$ cat config.mk
export PLATFORM = sky130hd
export DESIGN_NAME = modular_exponentiation
export DESIGN_NICKNAME = d
export VERILOG_FILES = /design/src/modexp_pkg.sv /design/src/modexp_mulmod.sv /design/src/modular_exponentiation.sv
export SDC_FILE = /design/constraint.sdc
export NUM_CORES = 1
export LEC_CHECK = 0
export ABC_AREA = 1
export CELL_PAD_IN_SITES_DETAIL_PLACEMENT = 1
export CELL_PAD_IN_SITES_GLOBAL_PLACEMENT = 1
export CORE_ASPECT_RATIO = 1.2
export CORE_MARGIN = 5
export CORE_UTILIZATION = 48
export CTS_CLUSTER_DIAMETER = 100
export DETAILED_ROUTE_END_ITERATION = 6
export DONT_BUFFER_PORTS = 1
export HOLD_SLACK_MARGIN = 0.03
export PLACE_DENSITY = 0.82
export SYNTH_ARGS = -nofsm -noshare
export SYNTH_HDL_FRONTEND = slang
export SYNTH_SLANG_ARGS = --single-unit
$ cat constraint.sdc
create_clock -name clk -period 6.5 [get_ports clk]
set_input_delay 1.3 -clock clk [delete_from_list [all_inputs] [get_ports clk]]
set_output_delay 1.3 -clock clk [all_outputs]
set_load 0.05 [all_outputs]
$ cat src/modexp_pkg.sv
package modexp_pkg;

  localparam int EXP_BITS = 64;
  localparam int MOD_BITS = 32;

  localparam int EXP_W = 64;
  localparam int CFG_DATA_W = 32;
  localparam int CFG_ADDR_W = 3;

  localparam logic REG_BASE = 1'b0;
  localparam logic REG_MODULUS = 1'b1;

  localparam logic [CFG_DATA_W-1:0] BASE_RESET = 32'd10;
  localparam logic [CFG_DATA_W-1:0] MODULUS_RESET = 32'd1000000;

  typedef struct packed {
    logic                start;
    logic [MOD_BITS-1:0] a;
    logic [MOD_BITS-1:0] b;
    logic [MOD_BITS-1:0] m;
  } mm_req_t;

  typedef struct packed {
    logic                busy;
    logic                done;
    logic [MOD_BITS-1:0] result;
  } mm_rsp_t;

endpackage

$ cat src/modexp_mulmod.sv
module modexp_mulmod import modexp_pkg::*; (
  input  logic    clk,
  input  logic    rst_n,
  input  mm_req_t req,
  output mm_rsp_t rsp
);

  logic                busy_r, busy_nxt;
  logic [MOD_BITS-1:0] sum_r, sum_nxt;
  logic [MOD_BITS-1:0] addend_r, addend_nxt;
  logic [MOD_BITS-1:0] mult_r, mult_nxt;
  logic [MOD_BITS:0]   sum_ext, dbl_ext, m_ext;
  logic [MOD_BITS:0]   sum_red, dbl_red;
  logic                done;

  assign m_ext   = {1'b0, req.m};
  assign sum_ext = {1'b0, sum_r} + {1'b0, addend_r};
  assign dbl_ext = {addend_r, 1'b0};
  assign sum_red = (sum_ext >= m_ext) ? (sum_ext - m_ext) : sum_ext;
  assign dbl_red = (dbl_ext >= m_ext) ? (dbl_ext - m_ext) : dbl_ext;
  assign done    = busy_r && (mult_r == '0);

  always_comb begin
    busy_nxt   = busy_r;
    sum_nxt    = sum_r;
    addend_nxt = addend_r;
    mult_nxt   = mult_r;
    if (req.start) begin
      busy_nxt   = 1'b1;
      sum_nxt    = '0;
      addend_nxt = req.a;
      mult_nxt   = req.b;
    end else if (done) begin
      busy_nxt = 1'b0;
    end else if (busy_r) begin
      if (mult_r[0]) begin
        sum_nxt = sum_red[MOD_BITS-1:0];
      end
      addend_nxt = dbl_red[MOD_BITS-1:0];
      mult_nxt   = mult_r >> 1;
    end
  end

  always_ff @(posedge clk) begin
    if (!rst_n) begin
      busy_r <= 1'b0;
    end else begin
      busy_r <= busy_nxt;
    end
    sum_r    <= sum_nxt;
    addend_r <= addend_nxt;
    mult_r   <= mult_nxt;
  end

  assign rsp.busy   = busy_r;
  assign rsp.done   = done;
  assign rsp.result = sum_r;

endmodule

$ cat src/modular_exponentiation.sv
// Computes base_value ^ exponent mod modulus_value for each exponent transferred on the
// input channel and returns one power_result per item; base and modulus are set through the
// register port (base at 0x0, modulus at 0x4), and a modulus below two yields zero. The user
// must write them only while the block is idle; the block itself does not enforce this. One
// shift-and-add modular multiplier does all the work: it reduces the base once, then forms
// one or two products per exponent bit, each stepping through the significant bits of its
// multiplier. Exponents have 64 bits and the modulus 32; an item stops early once the
// remaining exponent bits are all zero. Input is stalled while an item is in work; a finished
// result sits in an output register, so the next exponent can be taken while it waits.
module modular_exponentiation import modexp_pkg::*; (
  input  logic                  clk,
  input  logic                  rst_n,
  input  logic                  in_valid,
  output logic                  in_stall,
  input  logic [EXP_W-1:0]      in_exponent,
  output logic                  out_valid,
  input  logic                  out_stall,
  output logic [31:0]           out_power_result,
  input  logic                  cfg_psel,
  input  logic                  cfg_penable,
  input  logic                  cfg_pwrite,
  input  logic [CFG_ADDR_W-1:0] cfg_paddr,
  input  logic [CFG_DATA_W-1:0] cfg_pwdata,
  output logic [CFG_DATA_W-1:0] cfg_prdata,
  output logic                  cfg_pready
);

  localparam logic [2:0] ST_IDLE = 3'd0;
  localparam logic [2:0] ST_PREP = 3'd1;
  localparam logic [2:0] ST_BASE = 3'd2;
  localparam logic [2:0] ST_STEP = 3'd3;
  localparam logic [2:0] ST_MUL  = 3'd4;
  localparam logic [2:0] ST_SQR  = 3'd5;
  localparam logic [2:0] ST_DONE = 3'd6;

  logic [2:0]            state_r, state_nxt;
  logic [CFG_DATA_W-1:0] base_r, modulus_r;
  logic [EXP_BITS-1:0]   exp_r, exp_nxt;
  logic [MOD_BITS-1:0]   m_r, m_nxt;
  logic [MOD_BITS-1:0]   sq_r, sq_nxt;
  logic [MOD_BITS-1:0]   prod_r, prod_nxt;
  logic [MOD_BITS-1:0]   res_r, res_nxt;
  logic                  out_valid_r, out_valid_nxt;
  logic [31:0]           out_data_r, out_data_nxt;
  logic                  in_xfer, out_xfer, cfg_wr;
  mm_req_t               mm_req;
  mm_rsp_t               mm_rsp;

  assign cfg_pready = 1'b1;
  assign cfg_wr     = cfg_psel && cfg_penable && cfg_pwrite && cfg_pready;
  assign cfg_prdata = (cfg_paddr[2] == REG_MODULUS) ? modulus_r : base_r;

  always_ff @(posedge clk) begin
    if (!rst_n) begin
      base_r    <= BASE_RESET;
      modulus_r <= MODULUS_RESET;
    end else if (cfg_wr) begin
      unique case (cfg_paddr[2])
        REG_BASE:    base_r <= cfg_pwdata;
        REG_MODULUS: modulus_r <= cfg_pwdata;
        default:     base_r <= base_r;
      endcase
    end
  end

  assign in_stall  = (state_r != ST_IDLE);
  assign in_xfer   = in_valid && !in_stall;
  assign out_valid = out_valid_r;
  assign out_xfer  = out_valid_r && !out_stall;
  assign out_power_result = out_data_r;

  modexp_mulmod u_mulmod (
    .clk  (clk),
    .rst_n(rst_n),
    .req  (mm_req),
    .rsp  (mm_rsp)
  );

  always_comb begin
    state_nxt     = state_r;
    exp_nxt       = exp_r;
    m_nxt         = m_r;
    sq_nxt        = sq_r;
    prod_nxt      = prod_r;
    res_nxt       = res_r;
    out_valid_nxt = out_valid_r;
    out_data_nxt  = out_data_r;
    mm_req.start  = 1'b0;
    mm_req.a      = prod_r;
    mm_req.b      = sq_r;
    mm_req.m      = m_r;

    if (out_xfer) begin
      out_valid_nxt = 1'b0;
    end

    unique case (state_r)
      ST_IDLE: begin
        if (in_xfer) begin
          exp_nxt   = in_exponent[EXP_BITS-1:0];
          m_nxt     = modulus_r[MOD_BITS-1:0];
          state_nxt = ST_PREP;
        end
      end
      ST_PREP: begin
        if (m_r < MOD_BITS'(2)) begin
          res_nxt   = '0;
          state_nxt = ST_DONE;
        end else begin
          mm_req.start = 1'b1;
          mm_req.a     = MOD_BITS'(1);
          mm_req.b     = base_r[MOD_BITS-1:0];
          state_nxt    = ST_BASE;
        end
      end
      ST_BASE: begin
        if (mm_rsp.done) begin
          sq_nxt    = mm_rsp.result;
          prod_nxt  = MOD_BITS'(1);
          state_nxt = ST_STEP;
        end
      end
      ST_STEP: begin
        if (exp_r == '0) begin
          res_nxt   = prod_r;
          state_nxt = ST_DONE;
        end else if (exp_r[0]) begin
          mm_req.start = 1'b1;
          state_nxt    = ST_MUL;
        end else begin
          mm_req.start = 1'b1;
          mm_req.a     = sq_r;
          state_nxt    = ST_SQR;
        end
      end
      ST_MUL: begin
        if (mm_rsp.done) begin
          prod_nxt     = mm_rsp.result;
          mm_req.start = 1'b1;
          mm_req.a     = sq_r;
          state_nxt    = ST_SQR;
        end
      end
      ST_SQR: begin
        if (mm_rsp.done) begin
          sq_nxt    = mm_rsp.result;
          exp_nxt   = exp_r >> 1;
          state_nxt = ST_STEP;
        end
      end
      ST_DONE: begin
        if (!out_valid_r || !out_stall) begin
          out_valid_nxt = 1'b1;
          out_data_nxt  = 32'(res_r);
          state_nxt     = ST_IDLE;
        end
      end
      default: begin
        state_nxt = ST_IDLE;
      end
    endcase
  end

  always_ff @(posedge clk) begin
    if (!rst_n) begin
      state_r     <= ST_IDLE;
      out_valid_r <= 1'b0;
    end else begin
      state_r     <= state_nxt;
      out_valid_r <= out_valid_nxt;
    end
    exp_r      <= exp_nxt;
    m_r        <= m_nxt;
    sq_r       <= sq_nxt;
    prod_r     <= prod_nxt;
    res_r      <= res_nxt;
    out_data_r <= out_data_nxt;
  end

  a_mm_done_in_op: assert property (@(posedge clk) disable iff (!rst_n)
    mm_rsp.done |-> (state_r == ST_BASE || state_r == ST_MUL || state_r == ST_SQR))
    else $error("multiplier finished outside a product state");

  a_mm_idle_when_waiting: assert property (@(posedge clk) disable iff (!rst_n)
    (state_r == ST_IDLE || state_r == ST_STEP || state_r == ST_DONE) |-> !mm_rsp.busy)
    else $error("multiplier busy while the sequencer is not waiting on it");

  a_result_reduced: assert property (@(posedge clk) disable iff (!rst_n)
    (state_r == ST_DONE) |->
      ((m_r < MOD_BITS'(2)) ? (res_r == '0) : (res_r < m_r)))
    else $error("result not reduced modulo the modulus");

  a_operands_reduced: assert property (@(posedge clk) disable iff (!rst_n)
    (state_r == ST_STEP) |-> (sq_r < m_r && prod_r < m_r))
    else $error("running square or product not below the modulus");

endmodule
Yosys cells after proc, flatten, opt, wreduce, memory -nomap -nowiden
Cells that the tools add are included.

word-level totals
  register bits = 389
  bits of input ports = 106
  output and inout bits = 67
  logic and storage cells = 104

cells by class
  $add $sub $neg = 3
  $lt $le $gt $ge = 3
  equality and inequality tests = 15
  muxes and demuxes = 37
  bitwise logic cells = 2
  reduce and logical (&&, ||, !) cells = 30

operator list
  kind                   count
  $mux W32               15
  $mux W64               2
  $pmux W32 S2           2
  $pmux W64 S2           1
  $pmux W33 S3           1
  $ge A33 B32 Y1         2
  $mux W33               2
  $mux W65               1
  $logic_not A64 Y1      1
  $sub A32 B32 Y32       2
  $add A32 B32 Y33       1
  $logic_not A32 Y1      1
  $lt A32 B2 Y1 const B  1
  $pmux W3 S6            1
  $mux W3                5
  $reduce_and A2 Y1      6
  $reduce_and A3 Y1      4
  $ne A2 B2 Y1 const B   5
  $reduce_bool A2 Y1     5
  $eq A3 B3 Y1 const B   3
  $ne A2 B1 Y1 const B   4
  $eq A3 B2 Y1 const B   2
  $mux W1                6
  $logic_and A1 B1 Y1    5
  9 further kinds        12

Logic depth before layout (Yosys ltp)
Gate-level depths: netlist of the first run.

  depth after elaboration = 6
  mapped depth = 27
  gate-level depth less buffers = 27

Modules after synthesis
From an unflattened synthesis of the first run, not the netlist that was laid out.

second synthesis, totals
  cells, all modules = 2997
  area total of the unflattened synthesis = 23089.6 sq um

by module, submodules not included
  module                  times used  cells each  area each (sq um)  seq. area each (sq um)
  modular_exponentiation  1           1220        12047.8            8087.8
  modexp_mulmod           1           1777        11041.8            2582.5

Least setup slack after synthesis of the first run
No wires, ideal clock.

  path kind = in2reg
  start = input port in_valid
  end = register exp_r[0], enable pin
  library setup time = 508 ps
  arrival time = 4384 ps
  data required time = 5992 ps
  slack = 1608 ps
  stages = 2
  buffers on the path = 0
  path through = inv_1 -> o22ai_1

between the ends
  word-level cells in the longest chain between the ends = 3

ends and longest elaborated chain
  element                             RTL line                       RTL
  from (decl)                         modular_exponentiation.sv:13   input logic in_valid,
  $logic_and A1 B1 Y1                 modular_exponentiation.sv:67   assign in_xfer = in_valid && !in_stall;
  $ne A2 B2 Y1 (no source line)       --
  $reduce_and A3 Y1 (no source line)  --
  to (signal assigned)                modular_exponentiation.sv:172  exp_r <= exp_nxt;
  to (decl)                           modular_exponentiation.sv:38   logic [EXP_BITS-1:0] exp_r, exp_nxt;

No other way between the ends.
A chain may end at the register's enable or synchronous reset.

Worst setup path after layout of the first run
  start = register state_r[1]
  end = register u_mulmod.addend_r[28], enable pin

between the ends
  word-level cells in the longest chain between the ends = 4
  elaborated cells on any way between the ends = 7
  classes of those cells = eq/ne (4); mux (1); reduce/logical (2)

ends and longest elaborated chain
  element                                                                     RTL line                       RTL
  from (decl)                                                                 modular_exponentiation.sv:36   logic [2:0] state_r, state_nxt;
  from (signal assigned)                                                      modular_exponentiation.sv:169  state_r <= state_nxt;
  $eq A3 B3 Y1 (tied with other cells)                                        modular_exponentiation.sv:97   unique case (state_r)
  $pmux W33 S3 (*)                                                            modular_exponentiation.sv:97
  $ne A2 B2 Y1 (no source line) / $reduce_bool A2 Y1 (equally long branches)  --
  $reduce_and A2 Y1 (no source line) (*)                                      --
  to (signal assigned)                                                        modexp_mulmod.sv:51            addend_r <= addend_nxt;
  to (decl)                                                                   modexp_mulmod.sv:10            logic [MOD_BITS-1:0] addend_r, addend_nxt;

Every way passes the cells marked *; elsewhere a longest branch is shown, timed or not.

==> results.md, run 1 <==
* Synth Instances at 3360
* Post-DRT Antenna Nets at 0
* GRT Residual Overflow at 0
* Worst Path Buf+Inv at 4
* Post-synth top area share at 34.92%
* Post-route cell area at 26690 um^2
* Largest net degree at the start of global routing at 99
* Final non-filler cell total at 3990
* Area of the core at 51240 um^2
* Period utilisation layout at 82.31%
* EDFF count, synth at 288
* Clock Latency Late Sink at 0.58 ns
* Syn Area/Cell at 7.372 um^2
* Count leader, synth: nand2_1
* Total track usage at 32.15%
* Drt via density at 5.665
* Crit-path max cell delay at 0.73 ns
* CP Class: reg -> reg
* Dpl cells at 3913
* Final Hold Viols at 0
* Leak pwr at 12.26 nW
* Worst-path maximum fanout at 50
* Final net count at 3512
* Syn nets at 3565
* Crit-path leading delay family: simple AND/OR/NAND/NOR gates
* Buffers on Ports at 0
* CTS root buf: clkbuf_16
* Vias in the first global route at 23157
* PwrDens at 591.5 nW/um^2
* IR drop worst, VDD at 0.5590 mV
* Core Util, Final at 52.08%
* Total CTS buffers at 43
* Rel. slew slack at 16.13%
* Maximum root-to-sink buffer count at 3
* Cell taking the most area after synthesis: edfxtp_1
* Clk slew on worst S/H paths at 0.06 ns
* Area growth syn-to-layout at 7.739%
* Crit path required time at 6.71 ns
* Global-route wire length before repair at 138200 um
* Worst setup SP type: flop
* Worst Tran Pin Value at 1.257 ns
* Initial DRT Pass Iterations at 5
* Row count at 91
* Synth cell types at 45
* RD Place Congestion at 0.9540
* Final number of setup-violating endpoints at 0
* Vias at 22603
* Outcome: complete, no violations
* Post-Syn Area at 24770 um^2
* # DRC at 0
* TritonCTS clock tree: built
* Ys async rst share at 0%
* Worst path slowest cell: nor2_4
* Post-synthesis sequential area ratio at 43.08%
* Die area at 56260 um^2
* Clock period minus worst slack at 5.350 ns
* H-tree Lvls at 2
* Worst EP arrival at 5.56 ns
* Final Max Slew Viols at 0
* Drt wl/cell at 23.24 um
* Post-CTS resize count at 0
* Synth Warn # at 0
* Starting density of the core at 48.34%
* Drt total wl at 92740 um
* Fin Setup TNS at 0 ns
* Hold Path Class: reg -> reg
* Post-DP Area at 25220 um^2
* Antenna violations before repair at 0
* Main flop type after synthesis: edfxtp_1
* Width of the chip at 217.4 um
* Placed wire-length estimate at 73270 um
* Layout cell share with drive strength beyond 1 at 4.522%
* 1st-iter DRT viols at 1693
* Cts hold-fix bufs at 0
* Cells along the critical path: nor2_4 -> inv_2 -> nor2_1 -> inv_2 -> nor2_4 -> nand3b_4 -> inv_1 -> nand2_2 -> buf_4
* Diodes inserted at 0
* Post-synth top cells: 1062 x nand2_1, 542 x inv_1, 288 x edfxtp_1
* Fmax at 0.1869 GHz
* Vert. Die Dim at 258.8 um
* Post-CTS setup repair buffer count at 0
* Clock tree sinks at 389
* Max_cap viols at 0
* Io pins at 173
* Crit. End Element: flop
* Clock Skew at 0.02573 ns
* Synthesized flop and latch total at 389
* RSZ-0062 raised after global routing: false
* Largest cells by area after synthesis: edfxtp_1 35%, nand2_1 16%, inv_1 8.2%
[final cells by class]
class	count	area, um^2
inverters	549	2061
multi-input cells	2304	11520
well taps	651	814.5
clock inverters	22	316.6
flip-flops and latches	389	10670
clock buffers	55	1151
fillers	6495	24550
repair buffers	20	150.1
[per-stage QoR]
step	hold WS [ns]	setup slack (ns)	power, mW
after floorplan	0.4003	1.608	10.36
after global placement	0.4014	1.403	12.82
after detailed placement	0.4057	1.220	13.15
after CTS	0.4197	1.215	15.78
after global routing	0.4287	0.7834	16.94
final	0.4171	1.150	15.78
[power breakdown]
group / switching, mW / internal, mW / total (mW)
clock network: 1.06 / 1.51 / 2.57
logic: 6.50 / 2.75 / 9.25
registers: 0.467 / 3.50 / 3.97
[cell families after synthesis]
| logic type | synth area share (%) |
|---|---|
| AOI/OAI and AO/OA | 10.95 |
| xor gates and xnor gates | 1.768 |
| adders and majority gates | 5.092 |
| buffers and inverters | 10.69 |
| DFF | 43.08 |
| other | 0.01514 |
| and+or+nand+nor | 28.41 |
[final timing paths]
path,startpoint,end,slack [ns],cells after the start
max,state_r[1],u_mulmod.addend_r[28],1.15,9
max reg2reg,state_r[1],u_mulmod.addend_r[28],1.15,9
min reg2reg,res_r[15],out_power_result[15],0.42,0
min,res_r[15],out_power_result[15],0.42,0
[flip-flops by register name, indices dropped and copies added, names as in the netlist]
| name | flops |
|---|---|
| exp_r | 64 |
| base_r | 32 |
| m_r | 32 |
| modulus_r | 32 |
| out_power_result | 32 |
| prod_r | 32 |
| res_r | 32 |
| sq_r | 32 |
| u_mulmod.addend_r | 32 |
| u_mulmod.mult_r | 32 |
| u_mulmod.sum_r | 32 |
| state_r | 3 |
| out_valid | 1 |
| u_mulmod.busy_r | 1 |
[layer usage]
metal | GRT usage [%] | part of all wire, % | up-vias
met5 | 0 | 0 | -
met1 | 38.15 | 39 | 10969
met3 | 3.879 | 4.7 | 220
met2 | 55.54 | 48 | 663
li1 | - | - | 10751
met4 | 19.89 | 7.6 | 0
[layout by cell type (no fill, tap or decap), types with 5 or more instances in the layout]
| cell | synthesis | routed |
|---|---|---|
| o211ai_1 | 70 | 70 |
| a21o_1 | 5 | 5 |
| ha_1 | 96 | 96 |
| o21ai_0 | 201 | 170 |
| dfxtp_1 | 101 | 101 |
| o21ai_1 | 12 | 43 |
| inv_2 | 7 | 7 |
| nand4_1 | 32 | 32 |
| bufinv_16 | 0 | 6 |
| xor2_1 | 32 | 32 |
| clkinv_1 | 0 | 5 |
| inv_1 | 542 | 542 |
| xnor2_1 | 18 | 18 |
| nand2_2 | 6 | 7 |
| edfxtp_1 | 288 | 288 |
| and2_1 | 5 | 5 |
| o21bai_1 | 16 | 16 |
| nor2_2 | 2 | 6 |
| nand2_1 | 1062 | 1061 |
| clkbuf_16 | 0 | 43 |
| nor4_1 | 16 | 16 |
| a31oi_1 | 5 | 5 |
| clkbuf_1 | 72 | 9 |
| nand3_1 | 231 | 231 |
| buf_4 | 10 | 20 |
| a21oi_2 | 31 | 33 |
| nor3_1 | 26 | 26 |
| nand3b_1 | 41 | 41 |
| nor2_1 | 252 | 248 |
| a21oi_1 | 119 | 115 |
No activity file was read; power rests on OpenSTA's default activity.
==> inputs of run 2 (changes only) <==
Settings changed: CORE_UTILIZATION 48 to 43, PLACE_DENSITY 0.82 to 0.78.
Clock period 6.5 ns to 4.55 ns, I/O delays scaled along.
==> run 2 against run 1 <==
Net effect: critical path depth rose by 11; combinational power up 48%; largest cell class unchanged; sequential share of layout area is 0.47 points lower; die area up 11%; flip-flop and latch count unchanged.
==> results.md, run 2 (synthesis gave the netlist of run 1 again) <==
* Commonest non-fill, non-tap cells in the layout: 1058 x nand2_1, 542 x inv_1, 288 x edfxtp_1
* IR drop worst, VDD at 0.6001 mV (+7.4%)
* Period utilisation layout at 93.71% (+11 points)
* PwrDens at 839.5 nW/um^2 (+42%)
* Worst hold start: res_r[4]
* Worst setup SP type: flop
* Area growth syn-to-layout at 9.012%
* Final Max Slew Viols at 0 (unchanged)
* Crit path required time at 5.04 ns (-1.67 ns)
* Biggest register: exp_r
* Total track usage at 29.59% (-2.6 points)
* Clock Skew at 0.02454 ns (-0.001199 ns)
* GRT Residual Overflow at 0 (unchanged)
* Worst hold path cell count at 0 (unchanged)
* Drt total wl at 95260 um (+2.7%)
* Final net count at 3545 (+0.94%)
* Critical R2R Capture: u_mulmod.sum_r[23]
* Post-route cell area at 27000 um^2 (+1.2%)
* Most common cell after layout, fill and taps aside: nand2_1
* Leak pwr at 12.38 nW (+0.97%)
* Drt via density at 5.533 (-2.3%)
* Post-DP Area at 25620 um^2 (+1.6%)
* Core Util, Final at 47.23% (-4.9 points)
* Maximum root-to-sink buffer count at 3 (unchanged)
* Row count at 96 (+5.5%)
* Critical path origin: u_mulmod.addend_r[0]
* Switching Power at 11.58 mW (+44%)
* Clk slew on worst S/H paths at 0.06 ns (about the same)
* Initial DRT Pass Iterations at 5 (unchanged)
* Final number of setup-violating endpoints at 0 (unchanged)
* Clock group share of total power at 14.7% (-1.6 points)
* Max_cap viols at 0 (unchanged)
* Min-Delay Endpoint: out_power_result[4]
* Clock Latency Late Sink at 0.58 ns (about the same)
* Post-DRT Antenna Nets at 0 (unchanged)
* Drt wl/cell at 23.17 um (-0.31%)
* Crit-path max cell delay at 0.46 ns (-0.27 ns)
* Layout cell share with drive strength beyond 1 at 5.455% (+0.93 points)
* Sw frac at 51.10% (+0.23 points)
* Width of the chip at 229.1 um (+5.4%)
* Vert. Die Dim at 272.9 um (+5.4%)
* Worst Tran Pin Value at 1.221 ns (-0.03603 ns)
* Crit. End Element: flop
* Outcome: complete, no violations
* 1st-iter DRT viols at 1466 (-13%)
* CP Class: reg -> reg
* Total CTS buffers at 42 (-2.3%)
* CTS root buf: clkbuf_16
* Most numerous cell on the critical path: nand3_1
* R2R Setup Slk at 0.29 ns (-0.86 ns)
* Io pins at 173 (unchanged)
* # DRC at 0 (unchanged)
* Antenna violations before repair at 0 (unchanged)
* Worst-path maximum fanout at 32 (-36%)
* Vias at 22746 (+0.63%)
* Total power at 22.67 mW (+44%)
* Clock tree sinks at 389 (unchanged)
* Worst path slowest cell: edfxtp_1
* Hold Path Class: reg -> reg
* Area of the core at 57170 um^2 (+12%)
* RD Place Congestion at 0.9945 (+4.2%)
* Final Hold Viols at 0 (unchanged)
* Buffers on Ports at 0 (unchanged)
* P_int at 11.08 mW (+43%)
* Comb pwr share at 60.4% (+1.8 points)
* Fmax at 0.2345 GHz (+25%)
* Starting density of the core at 43.32% (-5.0 points)
* Clock period minus worst slack at 4.264 ns (-1.086 ns)
* Largest register FFs at 64 (unchanged)
* Die area at 62520 um^2 (+11%)
* Global-route wire length before repair at 142000 um (+2.7%)
* H-tree Lvls at 2 (unchanged)
* Rel. slew slack at 18.07% (+1.9 points)
* Register-to-Register Path Depth at 20 (+11)
* Worst EP arrival at 4.76 ns (-0.80 ns)
* Cells along the critical path: ha_1 -> fa_1 -> nand3_1 -> nand3_1 -> nand3_1 -> nand3_1 -> xor2_2 -> inv_1 -> ha_1 -> nand2_2 -> nor2_1 -> inv_1 -> nor3_2 -> nand2_1 -> nand3b_2 -> nand3_2 -> buf_12 -> nand3_1 -> nand3_1 -> a21oi_2
* TritonCTS clock tree: built
* Seq pwr share at 24.8% (-0.3 points)
* RR Startpoint: u_mulmod.addend_r[0]
* Vias in the first global route at 23485 (+1.4%)
* Placed wire-length estimate at 76560 um (+4.5%)
* Largest net degree at the start of global routing at 128 (+29%)
-- run 2: cell count changes in the layout (fill, tap and decap cells not counted), sizes merged --
| cell | previous run | this run |
|---|---|---|
| buf | 20 | 54 |
| clkbuf | 55 | 57 |
| diode | 0 | 3 |
| clkinv | 11 | 15 |
| bufinv | 6 | 2 |
| inv | 553 | 551 |
-- run 2: layout make-up --
class	count	area, um^2
Fill cell	7169	30170
Antenna cell	3	7.507
Inverter	549	2061
Multi-Input combinational cell	2304	11550
Timing Repair Buffer	54	467.9
Clock inverter	20	212.7
Clock buffer	57	1107
Tap cell	735	919.6
Sequential cell	389	10670
-- run 2: power groups by stage --
stage	Combinational, mW	Clock (mW)	Sequential (mW)
5_1_grt	15.2	3.54	5.68
3_3_place_gp	13.1	0	5.62
3_5_place_dp	13.6	0	5.66
6_report	13.7	3.34	5.63
2_1_floorplan	9.43	0	5.36
4_1_cts	13.6	3.39	5.61
-- run 2: per-stage QoR --
step | std cells | hold slack (ns) | setup slack [ns] | setup TNS, ns
floorplan | 3360 | 0.4003 | 1.225 | 0
global placement | 4028 | 0.4035 | 0.2473 | 0
detailed placement | 4028 | 0.4063 | 0.1567 | 0
CTS | 4105 | 0.3961 | 0.1122 | 0
global route | 4108 | 0.4170 | -0.00006040 | -0.00006040
finish | 4111 | 0.4175 | 0.2864 | 0
-- run 2: critical path, delay by kind of cell (launching register included) --
family          cells  cell delay, ns
flops               1            0.46
fa+ha+maj           3            1.06
xor+xnor            1            0.37
compound gates      1            0.20
buf+inv             3            0.42
simple gates       12            1.66
-- run 2: how the worst max path moves through the flow --
stage	to	slack, ns
6_report	u_mulmod.sum_r[23]	0.29
5_1_grt	u_mulmod.sum_r[23]	-0.00006
4_1_cts	u_mulmod.sum_r[11]	0.11
3_5_place_dp	u_mulmod.sum_r[11]	0.16
3_3_place_gp	u_mulmod.sum_r[11]	0.25
2_1_floorplan	sq_r[0]	1.22
-- run 2: routing by layer --
metal | part of all wire [%] | track usage [%]
met1 | 39 | 33.61
met2 | 50 | 52.99
met3 | 4.0 | 3.709
met4 | 7.4 | 18.16
met5 | 0 | 0
-- run 2: repair_timing --
action                     4_1_cts  5_1_grt
hold buffers                     0        0
hold endpoints to repair         0        0
resized for setup                0        8
setup buffers                    0        3
setup endpoints to repair        0       28
